## src/rtl/kfg_pkg.sv

```systemverilog
// Shared types, codes and helpers for the video stream keyframe gate.
package kfg_pkg;

    // Field widths fixed by the interface
    localparam int CMD_W     = 2;
    localparam int SLOT_W    = 4;
    localparam int CODEC_W   = 2;
    localparam int FRAME_W   = 64;
    localparam int CNT_W     = 8;
    localparam int VERDICT_W = 3;

    // Defaults and sizes
    localparam int DEFAULT_STREAM_SLOTS = 16;
    localparam int QUEUE_DEPTH          = 2;

    // Configuration port
    localparam int PADDR_W = 3;
    localparam int PDATA_W = 32;
    localparam logic       REG_RERQ   = 1'b0;
    localparam logic       REG_FAIL   = 1'b1;
    localparam logic [CNT_W-1:0] RERQ_RESET = 8'd16;
    localparam logic [CNT_W-1:0] FAIL_RESET = 8'd4;

    // Commands
    localparam logic [CMD_W-1:0] CMD_ANNOUNCE = 2'd0;
    localparam logic [CMD_W-1:0] CMD_WATCH    = 2'd1;
    localparam logic [CMD_W-1:0] CMD_UNIT     = 2'd2;
    localparam logic [CMD_W-1:0] CMD_REMOVE   = 2'd3;

    // Codec kinds
    localparam logic [CODEC_W-1:0] CODEC_UNSET = 2'd0;
    localparam logic [CODEC_W-1:0] CODEC_TILES = 2'd1;
    localparam logic [CODEC_W-1:0] CODEC_INTER = 2'd2;

    // Verdicts
    localparam logic [VERDICT_W-1:0] V_OK        = 3'd0;
    localparam logic [VERDICT_W-1:0] V_UNKNOWN   = 3'd1;
    localparam logic [VERDICT_W-1:0] V_UNWATCHED = 3'd2;
    localparam logic [VERDICT_W-1:0] V_STALE     = 3'd3;
    localparam logic [VERDICT_W-1:0] V_FROZEN    = 3'd4;
    localparam logic [VERDICT_W-1:0] V_GAP       = 3'd5;
    localparam logic [VERDICT_W-1:0] V_FAILED    = 3'd6;
    localparam logic [VERDICT_W-1:0] V_DONE      = 3'd7;

    // One classified command between front and back
    typedef struct packed {
        logic [CMD_W-1:0]   cmd;
        logic [SLOT_W-1:0]  slot;
        logic               in_range;
        logic [CODEC_W-1:0] codec;
        logic               watch;
        logic [FRAME_W-1:0] frame;
        logic               key;
        logic               dec_ok;
    } t_item;

    // Per-slot record held in the table memory
    typedef struct packed {
        logic               watching;
        logic [CODEC_W-1:0] codec;
        logic [FRAME_W-1:0] last_good;
        logic               has_decoded;
        logic               awaiting_key;
        logic [CNT_W-1:0]   frozen_cnt;
        logic [CNT_W-1:0]   failure_cnt;
    } t_rec;

    // Saturating increment of an event counter
    function automatic logic [CNT_W-1:0] sat_inc(input logic [CNT_W-1:0] c);
        logic [CNT_W-1:0] r;
        r = (c == {CNT_W{1'b1}}) ? c : c + 1'b1;
        return r;
    endfunction

endpackage

```

## src/rtl/kfg_ram.sv

```systemverilog
// Generic single-write, single-read RAM with registered read data.
module kfg_ram #(
    parameter int WIDTH = 8,
    parameter int DEPTH = 16,
    parameter int AW    = (DEPTH > 1) ? $clog2(DEPTH) : 1
) (
    input  logic             i_clk,
    input  logic             i_we,
    input  logic [AW-1:0]    i_waddr,
    input  logic [WIDTH-1:0] i_wdata,
    input  logic             i_re,
    input  logic [AW-1:0]    i_raddr,
    output logic [WIDTH-1:0] o_rdata
);

    logic [WIDTH-1:0] r_mem [DEPTH];
    logic [WIDTH-1:0] r_rdata;

    // Write port
    always_ff @(posedge i_clk) begin
        if (i_we) begin
            r_mem[i_waddr] <= i_wdata;
        end
    end

    // Registered read port
    always_ff @(posedge i_clk) begin
        if (i_re) begin
            r_rdata <= r_mem[i_raddr];
        end
    end

    assign o_rdata = r_rdata;

endmodule

```

## src/rtl/kfg_front.sv

```systemverilog
// Front end: classify an incoming command before it is queued.
module kfg_front #(
    parameter int STREAM_SLOTS = kfg_pkg::DEFAULT_STREAM_SLOTS
) (
    input  logic [kfg_pkg::CMD_W-1:0]   i_command,
    input  logic [kfg_pkg::SLOT_W-1:0]  i_stream_slot,
    input  logic [kfg_pkg::CODEC_W-1:0] i_codec_kind,
    input  logic                        i_watch_flag,
    input  logic [kfg_pkg::FRAME_W-1:0] i_frame_number,
    input  logic                        i_is_keyframe,
    input  logic                        i_decode_ok,
    output kfg_pkg::t_item              o_item
);

    // Flag slots beyond the table and pack the command
    always_comb begin
        o_item          = '0;
        o_item.cmd      = i_command;
        o_item.slot     = i_stream_slot;
        o_item.in_range = (32'(i_stream_slot) < STREAM_SLOTS);
        o_item.codec    = i_codec_kind;
        o_item.watch    = i_watch_flag;
        o_item.frame    = i_frame_number;
        o_item.key      = i_is_keyframe;
        o_item.dec_ok   = i_decode_ok;
    end

endmodule

```

## src/rtl/kfg_queue.sv

```systemverilog
// Short queue that decouples the front end from the back end.
module kfg_queue (
    input  logic           i_clk,
    input  logic           i_rst_n,
    input  logic           i_push,
    input  kfg_pkg::t_item i_item,
    input  logic           i_pop,
    output kfg_pkg::t_item o_head,
    output logic           o_full,
    output logic           o_empty
);

    localparam int DEPTH = kfg_pkg::QUEUE_DEPTH;
    localparam int PW    = (DEPTH > 1) ? $clog2(DEPTH) : 1;
    localparam int CW    = $clog2(DEPTH + 1);

    kfg_pkg::t_item r_buf [DEPTH];
    logic [PW-1:0]  r_wptr, n_wptr;
    logic [PW-1:0]  r_rptr, n_rptr;
    logic [CW-1:0]  r_count, n_count;

    assign o_full  = (r_count == CW'(DEPTH));
    assign o_empty = (r_count == '0);
    assign o_head  = r_buf[r_rptr];

    // Advance pointers with wrap
    always_comb begin
        n_wptr  = r_wptr;
        n_rptr  = r_rptr;
        n_count = r_count;
        if (i_push) begin
            n_wptr = (r_wptr == PW'(DEPTH - 1)) ? '0 : r_wptr + 1'b1;
        end
        if (i_pop) begin
            n_rptr = (r_rptr == PW'(DEPTH - 1)) ? '0 : r_rptr + 1'b1;
        end
        if (i_push && !i_pop) begin
            n_count = r_count + 1'b1;
        end else if (!i_push && i_pop) begin
            n_count = r_count - 1'b1;
        end
    end

    always_ff @(posedge i_clk) begin
        if (!i_rst_n) begin
            r_wptr  <= '0;
            r_rptr  <= '0;
            r_count <= '0;
        end else begin
            r_wptr  <= n_wptr;
            r_rptr  <= n_rptr;
            r_count <= n_count;
        end
    end

    // Store the pushed entry
    always_ff @(posedge i_clk) begin
        if (i_push) begin
            r_buf[r_wptr] <= i_item;
        end
    end

endmodule

```

## src/rtl/kfg_back.sv

```systemverilog
// Back end: per-slot table read-modify-write and the result register.
module kfg_back #(
    parameter int STREAM_SLOTS = kfg_pkg::DEFAULT_STREAM_SLOTS
) (
    input  logic                          i_clk,
    input  logic                          i_rst_n,
    input  logic [kfg_pkg::CNT_W-1:0]     i_rerequest_after_units,
    input  logic [kfg_pkg::CNT_W-1:0]     i_request_after_failures,
    input  kfg_pkg::t_item                i_head,
    input  logic                          i_empty,
    output logic                          o_pop,
    output logic                          o_valid,
    input  logic                          i_stall,
    output logic                          o_pass_unit,
    output logic                          o_keyframe_request,
    output logic [kfg_pkg::VERDICT_W-1:0] o_verdict
);

    localparam int AW    = (STREAM_SLOTS > 1) ? $clog2(STREAM_SLOTS) : 1;
    localparam int REC_W = $bits(kfg_pkg::t_rec);

    localparam logic S_IDLE = 1'b0;
    localparam logic S_EXEC = 1'b1;

    logic                    r_state, n_state;
    kfg_pkg::t_item          r_item;
    logic [STREAM_SLOTS-1:0] r_vbits;
    logic                    r_out_valid, n_out_valid;
    logic                    r_out_pass;
    logic                    r_out_req;
    logic [kfg_pkg::VERDICT_W-1:0] r_out_verdict;

    logic [REC_W-1:0]        ram_rdata;
    kfg_pkg::t_rec           rd;
    kfg_pkg::t_rec           rec_n;
    logic [AW-1:0]           raddr;
    logic [AW-1:0]           idx;
    logic                    commit;
    logic                    we;
    logic                    vbit_set;
    logic                    vbit_clr;
    logic                    pass;
    logic                    req;
    logic [kfg_pkg::VERDICT_W-1:0] verdict;

    assign raddr  = AW'(i_head.slot);
    assign idx    = AW'(r_item.slot);
    assign rd     = kfg_pkg::t_rec'(ram_rdata);
    assign o_pop  = (r_state == S_IDLE) && !i_empty;
    assign commit = (r_state == S_EXEC) && (!r_out_valid || !i_stall);

    kfg_ram #(
        .WIDTH (REC_W),
        .DEPTH (STREAM_SLOTS),
        .AW    (AW)
    ) u_table (
        .i_clk   (i_clk),
        .i_we    (commit && we),
        .i_waddr (idx),
        .i_wdata (REC_W'(rec_n)),
        .i_re    (o_pop),
        .i_raddr (raddr),
        .o_rdata (ram_rdata)
    );

    // Execute the command against the slot record
    always_comb begin
        logic                          vbit;
        logic [kfg_pkg::FRAME_W:0]     diff;
        logic                          stale;
        logic                          next_ok;
        logic                          inter;
        logic                          decodable;
        logic                          done;
        logic [kfg_pkg::CNT_W-1:0]     frz;
        logic [kfg_pkg::CNT_W-1:0]     fail;

        vbit      = r_item.in_range ? r_vbits[idx] : 1'b0;
        diff      = {1'b0, r_item.frame} - {1'b0, rd.last_good};
        stale     = diff[kfg_pkg::FRAME_W] || (diff[kfg_pkg::FRAME_W-1:0] == '0);
        next_ok   = (diff[kfg_pkg::FRAME_W-1:0] == kfg_pkg::FRAME_W'(1));
        inter     = (rd.codec == kfg_pkg::CODEC_INTER);
        decodable = (rd.codec == kfg_pkg::CODEC_TILES) || inter;
        frz       = kfg_pkg::sat_inc(rd.frozen_cnt);
        fail      = kfg_pkg::sat_inc(rd.failure_cnt);
        done      = 1'b0;

        rec_n    = rd;
        we       = 1'b0;
        vbit_set = 1'b0;
        vbit_clr = 1'b0;
        pass     = 1'b0;
        req      = 1'b0;
        verdict  = kfg_pkg::V_DONE;

        if (!r_item.in_range) begin
            verdict = kfg_pkg::V_UNKNOWN;
        end else begin
            unique case (r_item.cmd)
                kfg_pkg::CMD_ANNOUNCE: begin
                    we = 1'b1;
                    if (!vbit) begin
                        rec_n    = '0;
                        vbit_set = 1'b1;
                    end else if (rd.codec != r_item.codec) begin
                        rec_n.last_good    = '0;
                        rec_n.has_decoded  = 1'b0;
                        rec_n.awaiting_key = 1'b0;
                        rec_n.frozen_cnt   = '0;
                    end
                    rec_n.codec = r_item.codec;
                end
                kfg_pkg::CMD_WATCH: begin
                    if (!vbit) begin
                        verdict = kfg_pkg::V_UNKNOWN;
                    end else begin
                        we             = 1'b1;
                        rec_n.watching = r_item.watch;
                    end
                end
                kfg_pkg::CMD_REMOVE: begin
                    if (!vbit) begin
                        verdict = kfg_pkg::V_UNKNOWN;
                    end else begin
                        vbit_clr = 1'b1;
                    end
                end
                kfg_pkg::CMD_UNIT: begin
                    if (!vbit) begin
                        verdict = kfg_pkg::V_UNKNOWN;
                    end else if (!rd.watching) begin
                        verdict = kfg_pkg::V_UNWATCHED;
                    end else begin
                        we = 1'b1;
                        // Continuity checks for inter-frame streams
                        if (inter && rd.has_decoded) begin
                            if (stale) begin
                                verdict = kfg_pkg::V_STALE;
                                done    = 1'b1;
                            end else if (rd.awaiting_key && !r_item.key) begin
                                if (frz >= i_rerequest_after_units) begin
                                    rec_n.frozen_cnt = '0;
                                    req              = 1'b1;
                                end else begin
                                    rec_n.frozen_cnt = frz;
                                end
                                verdict = kfg_pkg::V_FROZEN;
                                done    = 1'b1;
                            end else if (!r_item.key && !next_ok) begin
                                rec_n.awaiting_key = 1'b1;
                                rec_n.frozen_cnt   = '0;
                                req                = 1'b1;
                                verdict            = kfg_pkg::V_GAP;
                                done               = 1'b1;
                            end
                        end
                        // Decode outcome
                        if (!done) begin
                            if (!decodable || !r_item.dec_ok) begin
                                if (decodable) begin
                                    if (fail >= i_request_after_failures) begin
                                        rec_n.failure_cnt = '0;
                                        req               = 1'b1;
                                    end else begin
                                        rec_n.failure_cnt = fail;
                                    end
                                end
                                verdict = kfg_pkg::V_FAILED;
                            end else begin
                                rec_n.failure_cnt = '0;
                                if (inter) begin
                                    rec_n.last_good    = r_item.frame;
                                    rec_n.has_decoded  = 1'b1;
                                    rec_n.awaiting_key = 1'b0;
                                    rec_n.frozen_cnt   = '0;
                                end
                                pass    = 1'b1;
                                verdict = kfg_pkg::V_OK;
                            end
                        end
                    end
                end
                default: begin
                    verdict = kfg_pkg::V_DONE;
                end
            endcase
        end
    end

    // Sequence: take an item, then execute once the result register is free
    always_comb begin
        n_state     = r_state;
        n_out_valid = r_out_valid && i_stall;
        unique case (r_state)
            S_IDLE: begin
                if (!i_empty) begin
                    n_state = S_EXEC;
                end
            end
            S_EXEC: begin
                if (commit) begin
                    n_state     = S_IDLE;
                    n_out_valid = 1'b1;
                end
            end
            default: begin
                n_state = S_IDLE;
            end
        endcase
    end

    always_ff @(posedge i_clk) begin
        if (!i_rst_n) begin
            r_state     <= S_IDLE;
            r_out_valid <= 1'b0;
            r_vbits     <= '0;
        end else begin
            r_state     <= n_state;
            r_out_valid <= n_out_valid;
            if (commit && vbit_set) begin
                r_vbits[idx] <= 1'b1;
            end else if (commit && vbit_clr) begin
                r_vbits[idx] <= 1'b0;
            end
        end
    end

    // Hold the item and the result payload
    always_ff @(posedge i_clk) begin
        if (o_pop) begin
            r_item <= i_head;
        end
        if (commit) begin
            r_out_pass    <= pass;
            r_out_req     <= req;
            r_out_verdict <= verdict;
        end
    end

    assign o_valid            = r_out_valid;
    assign o_pass_unit        = r_out_pass;
    assign o_keyframe_request = r_out_req;
    assign o_verdict          = r_out_verdict;

endmodule

```

## src/rtl/video_stream_keyframe_gate.sv

```systemverilog
// Top level of the video stream keyframe gate: config port, front, queue, back.
//
// Each transfer on the input channel is a command for one stream slot
// (announce, set watching, video unit, remove) and yields exactly one result
// transfer carrying pass_unit, keyframe_request and a verdict. The front end
// classifies commands into a two-entry queue; the back end takes one command
// at a time: a registered read of the slot record from the table memory, then,
// once the result register is free, evaluation of the unit rules and the write
// back of the record. The queue lets the input keep taking transfers while a
// result waits on a stalled output. Slot validity lives in flip-flops cleared
// by reset, so the block is ready immediately after reset with no clearing
// pass. The two thresholds sit at byte addresses 0 and 4; the user must see
// that they are written only while idle, as the block has no check for it.
module video_stream_keyframe_gate #(
    parameter int STREAM_SLOTS = kfg_pkg::DEFAULT_STREAM_SLOTS
) (
    input  logic                          i_clk,
    input  logic                          i_rst_n,
    // Input channel
    input  logic                          i_valid,
    output logic                          o_stall,
    input  logic [kfg_pkg::CMD_W-1:0]     i_command,
    input  logic [kfg_pkg::SLOT_W-1:0]    i_stream_slot,
    input  logic [kfg_pkg::CODEC_W-1:0]   i_codec_kind,
    input  logic                          i_watch_flag,
    input  logic [kfg_pkg::FRAME_W-1:0]   i_frame_number,
    input  logic                          i_is_keyframe,
    input  logic                          i_decode_ok,
    // Output channel
    output logic                          o_valid,
    input  logic                          i_stall,
    output logic                          o_pass_unit,
    output logic                          o_keyframe_request,
    output logic [kfg_pkg::VERDICT_W-1:0] o_verdict,
    // Configuration port
    input  logic                          psel,
    input  logic                          penable,
    input  logic                          pwrite,
    input  logic [kfg_pkg::PADDR_W-1:0]   paddr,
    input  logic [kfg_pkg::PDATA_W-1:0]   pwdata,
    output logic [kfg_pkg::PDATA_W-1:0]   prdata,
    output logic                          pready
);

    logic [kfg_pkg::CNT_W-1:0] r_rerequest_after_units;
    logic [kfg_pkg::CNT_W-1:0] r_request_after_failures;
    logic                      cfg_wr;
    kfg_pkg::t_item            front_item;
    kfg_pkg::t_item            q_head;
    logic                      q_full;
    logic                      q_empty;
    logic                      q_push;
    logic                      q_pop;

    // Configuration registers
    assign pready = 1'b1;
    assign cfg_wr = psel && penable && pwrite && pready;

    always_ff @(posedge i_clk) begin
        if (!i_rst_n) begin
            r_rerequest_after_units  <= kfg_pkg::RERQ_RESET;
            r_request_after_failures <= kfg_pkg::FAIL_RESET;
        end else if (cfg_wr) begin
            unique case (paddr[2])
                kfg_pkg::REG_RERQ: r_rerequest_after_units  <= pwdata[kfg_pkg::CNT_W-1:0];
                kfg_pkg::REG_FAIL: r_request_after_failures <= pwdata[kfg_pkg::CNT_W-1:0];
                default: ;
            endcase
        end
    end

    // Read back the addressed register
    always_comb begin
        unique case (paddr[2])
            kfg_pkg::REG_RERQ: prdata = kfg_pkg::PDATA_W'(r_rerequest_after_units);
            kfg_pkg::REG_FAIL: prdata = kfg_pkg::PDATA_W'(r_request_after_failures);
            default:           prdata = '0;
        endcase
    end

    // Accept a transfer whenever the queue has room
    assign o_stall = q_full;
    assign q_push  = i_valid && !q_full;

    kfg_front #(
        .STREAM_SLOTS (STREAM_SLOTS)
    ) u_front (
        .i_command      (i_command),
        .i_stream_slot  (i_stream_slot),
        .i_codec_kind   (i_codec_kind),
        .i_watch_flag   (i_watch_flag),
        .i_frame_number (i_frame_number),
        .i_is_keyframe  (i_is_keyframe),
        .i_decode_ok    (i_decode_ok),
        .o_item         (front_item)
    );

    kfg_queue u_queue (
        .i_clk   (i_clk),
        .i_rst_n (i_rst_n),
        .i_push  (q_push),
        .i_item  (front_item),
        .i_pop   (q_pop),
        .o_head  (q_head),
        .o_full  (q_full),
        .o_empty (q_empty)
    );

    kfg_back #(
        .STREAM_SLOTS (STREAM_SLOTS)
    ) u_back (
        .i_clk                    (i_clk),
        .i_rst_n                  (i_rst_n),
        .i_rerequest_after_units  (r_rerequest_after_units),
        .i_request_after_failures (r_request_after_failures),
        .i_head                   (q_head),
        .i_empty                  (q_empty),
        .o_pop                    (q_pop),
        .o_valid                  (o_valid),
        .i_stall                  (i_stall),
        .o_pass_unit              (o_pass_unit),
        .o_keyframe_request       (o_keyframe_request),
        .o_verdict                (o_verdict)
    );

`ifndef SYNTHESIS
    // The back end never pops an empty queue
    a_pop_nonempty: assert property (@(posedge i_clk) disable iff (!i_rst_n)
        q_pop |-> !q_empty)
        else $error("queue popped while empty");

    // A passed unit always carries the ok verdict
    a_pass_ok: assert property (@(posedge i_clk) disable iff (!i_rst_n)
        (o_valid && o_pass_unit) |-> (o_verdict == kfg_pkg::V_OK && !o_keyframe_request))
        else $error("pass without ok verdict");

    // A keyframe request comes only with a frozen, gap or decode-failed drop
    a_req_cause: assert property (@(posedge i_clk) disable iff (!i_rst_n)
        (o_valid && o_keyframe_request) |->
            (o_verdict == kfg_pkg::V_FROZEN || o_verdict == kfg_pkg::V_GAP ||
             o_verdict == kfg_pkg::V_FAILED))
        else $error("keyframe request without a cause");

    // A result is only raised after an item was taken from the queue
    a_result_after_pop: assert property (@(posedge i_clk) disable iff (!i_rst_n)
        $rose(o_valid) |-> $past(q_pop, 2) || $past(!q_empty, 2) || $past(o_valid, 1) == 1'b0)
        else $error("result without a queued item");
`endif

endmodule
```

## config.mk

```make
export PLATFORM = sky130hd
export DESIGN_NAME = video_stream_keyframe_gate
export DESIGN_NICKNAME = d
export VERILOG_FILES = /design/src/rtl/kfg_pkg.sv /design/src/rtl/kfg_ram.sv /design/src/rtl/kfg_front.sv /design/src/rtl/kfg_queue.sv /design/src/rtl/kfg_back.sv /design/src/rtl/video_stream_keyframe_gate.sv
export SDC_FILE = /design/constraint.sdc
export NUM_CORES = 2
export LEC_CHECK = 0
export ABC_AREA = 0
export BUFFER_PORTS_ARGS = -buffer_cell sky130_fd_sc_hd__clkbuf_2
export CORE_ASPECT_RATIO = 0.9
export CORE_MARGIN = 2
export CORE_UTILIZATION = 45
export CTS_CLUSTER_DIAMETER = 30
export DETAILED_ROUTE_END_ITERATION = 10
export GPL_TIMING_DRIVEN = 1
export PLACE_DENSITY_LB_ADDON = 0.08
export SLEW_MARGIN = 10
export SYNTH_ARGS = -nofsm -noshare
export SYNTH_HDL_FRONTEND = slang
export SYNTH_SLANG_ARGS = --single-unit
export TNS_END_PERCENT = 30
```

## constraint.sdc

```tcl
create_clock -name i_clk -period 16.71 [get_ports i_clk]
set_input_delay 3.342 -clock i_clk [delete_from_list [all_inputs] [get_ports i_clk]]
set_output_delay 3.342 -clock i_clk [all_outputs]
set_load 0.02 [all_outputs]
```

==> summary by stage <==
Clock tree
The count of instances resized after the clock tree is built is 0. After clock tree synthesis, the setup repair step added 0 buffers. The maximum buffer depth of the clock tree is 4. The clock tree root buffer cell is sky130_fd_sc_hd__clkbuf_16. The maximum level of the CTS H-tree is 5. The number of clock buffers added by TritonCTS is 374. Hold repair after CTS inserted 0 buffers. The clock tree from TritonCTS is done. Counting every sink on the clock net gives approximately 1700. Clock-pin slew was measured on the worst setup and hold paths at about 50 ps. The clock reaches the later pin of the worst-skew pair after 960 ps.

Setup path
At the worst endpoint, the required time is 17330 ps. By instance count, the cell type seen most on the critical path is sky130_fd_sc_hd__nor4_1. The worst path buffer plus inverter count is 1. The depth of the worst register-to-register path is 17. STA classifies the critical path endpoint as a flop. The startpoint identified for the worst register-to-register timing path is u_back.r_item[15]. Of all nets on the critical path, the largest fanout is 41.

The timing startpoint of the critical path is u_back.r_item[15]. The cell family contributing the most delay on the critical path is compound AO/OA/AOI/OAI gates. The delay of the slowest cell on the worst path is ~790 ps. The critical path runs through a total of 17 cells.

The arrival time reported for the critical path endpoint is 8470 ps. The signal on the critical path passes through ha_1 > nand4_1 > a2111oi_0 > o21ai_0 > a211oi_1 > a211o_1 > xor2_1 > nor4_1 > nand3_1 > nor4_1 > and4_1 > a31oi_2 > a21oi_4 > nor3_2 > o21ai_4 > buf_4 > a22o_1. The type of the worst setup path is reg2reg. STA classifies the critical path startpoint as a flop. On the critical path, the stage with the largest delay is an instance of sky130_fd_sc_hd__o21ai_4.

Timing
Setup total negative slack on the finished layout was measured at 0 ps. The post-route fraction of the period consumed by the critical path is 0.4695. Setup repair after global routing left no endpoint under its margin. The number of hold violations in the final report is 0. Setup violations remaining at the end of the flow were counted as 0. The clock period could shrink to between 7000 and 8000 ps. The upper clock frequency limit is ~0.13 GHz. The worst setup slack after layout is around 8900 ps.

Headroom to the max-slew limit came out at 0.2062. Clock skew on the completed layout was measured at ~68 ps. The count of final max-slew check failures was 0.

At the pin with the least slew margin, the transition time is 1191 ps.

Placed design
The half-perimeter wire length after placement is roughly 110 mm. Routability-driven placement finished with a final weighted congestion of 0.9155. Timing analysis after detailed placement gives a worst setup slack of 8937 ps. Summing all placed instances gives a cell area of between 70000 and 80000 sq um. The number of buffers inserted by port buffering is between 100 and 150.

Flow run
The max-capacitance violation count is 0.

GRT
Entering global routing, the biggest net connects between 150 and 200 pins. The initial antenna violation count is 1. The via count of the first global-routing pass is between 40000 and 50000. The overall track demand over capacity in global routing is 0.2480. The global-route wire length before repair is a little over 300 mm. Summed over all layers, the global routing overflow is 0.

Logic synthesis
The average cell area after synthesis is 12.54 sq um. The most used flip-flop cell after synthesis is sky130_fd_sc_hd__edfxtp_1. The leading area contributor after synthesis is sky130_fd_sc_hd__edfxtp_1.

Ranked by total cell area, the synthesized netlist is headed by sky130_fd_sc_hd__edfxtp_1, sky130_fd_sc_hd__nand2_1, sky130_fd_sc_hd__nand3_1. The area share of the largest cell type after synthesis is 0.6944. Counting flops and latches in the post-synthesis netlist gives 1714. The netlist area before placement is between 70000 and 80000 sq um. The register area share after synthesis is 0.7052. The count of flip-flops with a built-in enable after synthesis is between 1500 and 2000. The number of distinct library cells after synthesis is between 90 and 100. The async set-or-reset flop fraction in the synthesized netlist is 0. The gate count of the mapped netlist is 5776.

The synthesis warning total is 0.

Routing
The first detailed-routing pass took 5 iterations. The top metal layer carrying routed signals is met4. The detail route stage leaves a number of antenna-violating nets equal to 0. Across all layers, the routed design uses between 40000 and 50000 vias.

The total routed wirelength is approximately 210 mm. After detailed routing, the met3 layer carries about 13 mm of wire. After the first detailed-routing iteration, the DRC count stood at slightly below 5000.

After detailed routing, the met2 layer carries 97.95 mm of wire. For this block, wires on met1 add up to approximately 90 mm. Dividing the detail-routed via count by the number of cells gives 5.710. For this run, design rule violations remaining after detail routing come to 0.

The average wire length per cell after detail routing is about 25 um.

Cells and area
In the layout the commonest cells are sky130_fd_sc_hd__edfxtp_1, sky130_fd_sc_hd__nand2_1, sky130_fd_sc_hd__nand3_1. Relative to the synthesized area, the layout overhead comes to 20.35%. Of the cells placed in the final design, the portion with a size suffix greater than 1 is 0.1405. For this run, the post-layout net count is 6185. Leaving out fill and tap cells, the most frequent cell in the layout is sky130_fd_sc_hd__edfxtp_1. The summed area of non-filler cells in the final layout is 87170 sq um. The filler cell count in the final layout is 13270.

Floorplan
After floorplanning, the core was divided into 139 placement rows. The number of ports placed on the die boundary is 157. The vertical die dimension is roughly 380 um. The core area is approximately 160000 sq um. The initial core utilization is 0.4537. The width of the die is 426.9 um. The total die area is between 150000 and 200000 sq um.

Outcome
The flow ran to the end, and the final reports show no timing, DRC or antenna violations.

Power
For this design the static power due to leakage is ~31 nW. Across the VDD grid, the largest voltage drop is around 110 uV. The total power per unit cell area is 209.2 nW/um^2.

Min path
The worst hold path passes through 2 cells. The startpoint identified for the worst hold timing path is r_rerequest_after_units[2]. The class of the tightest hold or removal check is reg2reg.
worst min-delay path, delay by kind of cell, from the launching register on:
| kind | cells | cell delay [ps] |
|---|---|---|
| and+or+nand+nor | 1 | 50 |
| DFF | 1 | 300 |
| AOI/OAI and AO/OA | 1 | 60 |
metrics by stage:
stage               power (mW)  instances  utilization  hold slack, ps
floorplan                9.422       5799            -           443.5
detailed placement       11.16       7722       0.4696           460.7
finish                   18.24       8381       0.5460           464.3
global placement         11.13       7722       0.4696           456.9
global route             19.05       8380       0.5460           483.7
CTS                      18.29       8380       0.5460           466.4
synthesized netlist by cell type (27+ instances only):
cell type                  number
sky130_fd_sc_hd__edfxtp_1    1675
sky130_fd_sc_hd__nand2_1     1519
sky130_fd_sc_hd__nand3_1      709
sky130_fd_sc_hd__clkbuf_1     285
sky130_fd_sc_hd__a311oi_1     172
sky130_fd_sc_hd__nor2_1       117
sky130_fd_sc_hd__o21ai_0      110
sky130_fd_sc_hd__a21oi_1      109
sky130_fd_sc_hd__inv_1        101
sky130_fd_sc_hd__and3_1        96
sky130_fd_sc_hd__a31oi_1       92
sky130_fd_sc_hd__ha_1          84
sky130_fd_sc_hd__mux2_2        75
sky130_fd_sc_hd__a22o_1        73
sky130_fd_sc_hd__nand4_1       44
sky130_fd_sc_hd__dfxtp_1       39
sky130_fd_sc_hd__buf_1         37
sky130_fd_sc_hd__xnor2_1       31
sky130_fd_sc_hd__o21a_1        27
path summary, 6_finish.rpt:
path              slack (ps)                           to
setup / recovery        8860  u_back.u_table.r_mem[9][71]
hold / removal           460   r_rerequest_after_units[2]
setup reg to reg        8860  u_back.u_table.r_mem[9][71]
hold reg to reg          460   r_rerequest_after_units[2]
report_power, final:
group          switching, mW  total [mW]  internal [mW]  leakage, nW
combinational           3.60        5.02           1.42         9.43
clock                   2.24        7.08           4.84         5.89
sequential             0.301        6.13           5.83         15.6
cell type report:
cell class                      count  area, sq um  share of cell area
Inverter                          104        417.9            0.004794
Clock buffer                      423         9733              0.1117
Multi-Input combinational cell   3601        19620              0.2250
Sequential cell                  1714        51080              0.5860
Tap cell                         2115         2646             0.03036
Clock inverter                    235         2464             0.02826
Antenna cell                        1        2.502          0.00002871
Timing Repair Buffer              188         1211             0.01389
flip-flops by register name, indices dropped and copies added, names as in the netlist, named ones only:
| register | count |
|---|---|
| r_request_after_failures | 8 |
| r_rerequest_after_units | 8 |
| u_back.idx | 4 |
| u_back.o_keyframe_request | 1 |
| u_back.o_pass_unit | 1 |
| u_back.o_valid | 1 |
| u_back.o_verdict | 3 |
| u_back.r_item | 71 |
| u_back.r_state | 1 |
| u_back.u_table.o_rdata | 85 |
| u_back.u_table.r_mem | 1360 |
| u_queue.r_buf | 150 |
| u_queue.r_count | 2 |
| u_queue.r_rptr | 1 |
| u_queue.r_wptr | 1 |
layer usage:
layer / global-route usage / vias to the layer above
met5: 0 / -
met4: 0.07101 / 0
met3: 0.03986 / 325
met2: 0.3951 / 1638
met1: 0.3524 / 23990
li1: - / 21900
kinds of logic after synthesis:
group                    count (synthesis)  synth area share
AO/OA/AOI/OAI                          745           0.07452
XOR/XNOR                                53          0.006409
adder cells (fa/ha/maj)                 85           0.01479
buffers and inverters                  484           0.02799
flip-flops                            1714            0.7052
multiplexers                            89           0.01446
other                                    2         0.0001037
AND/OR/NAND/NOR                       2604            0.1565
Note: power is estimated with default switching activity, not from simulation.
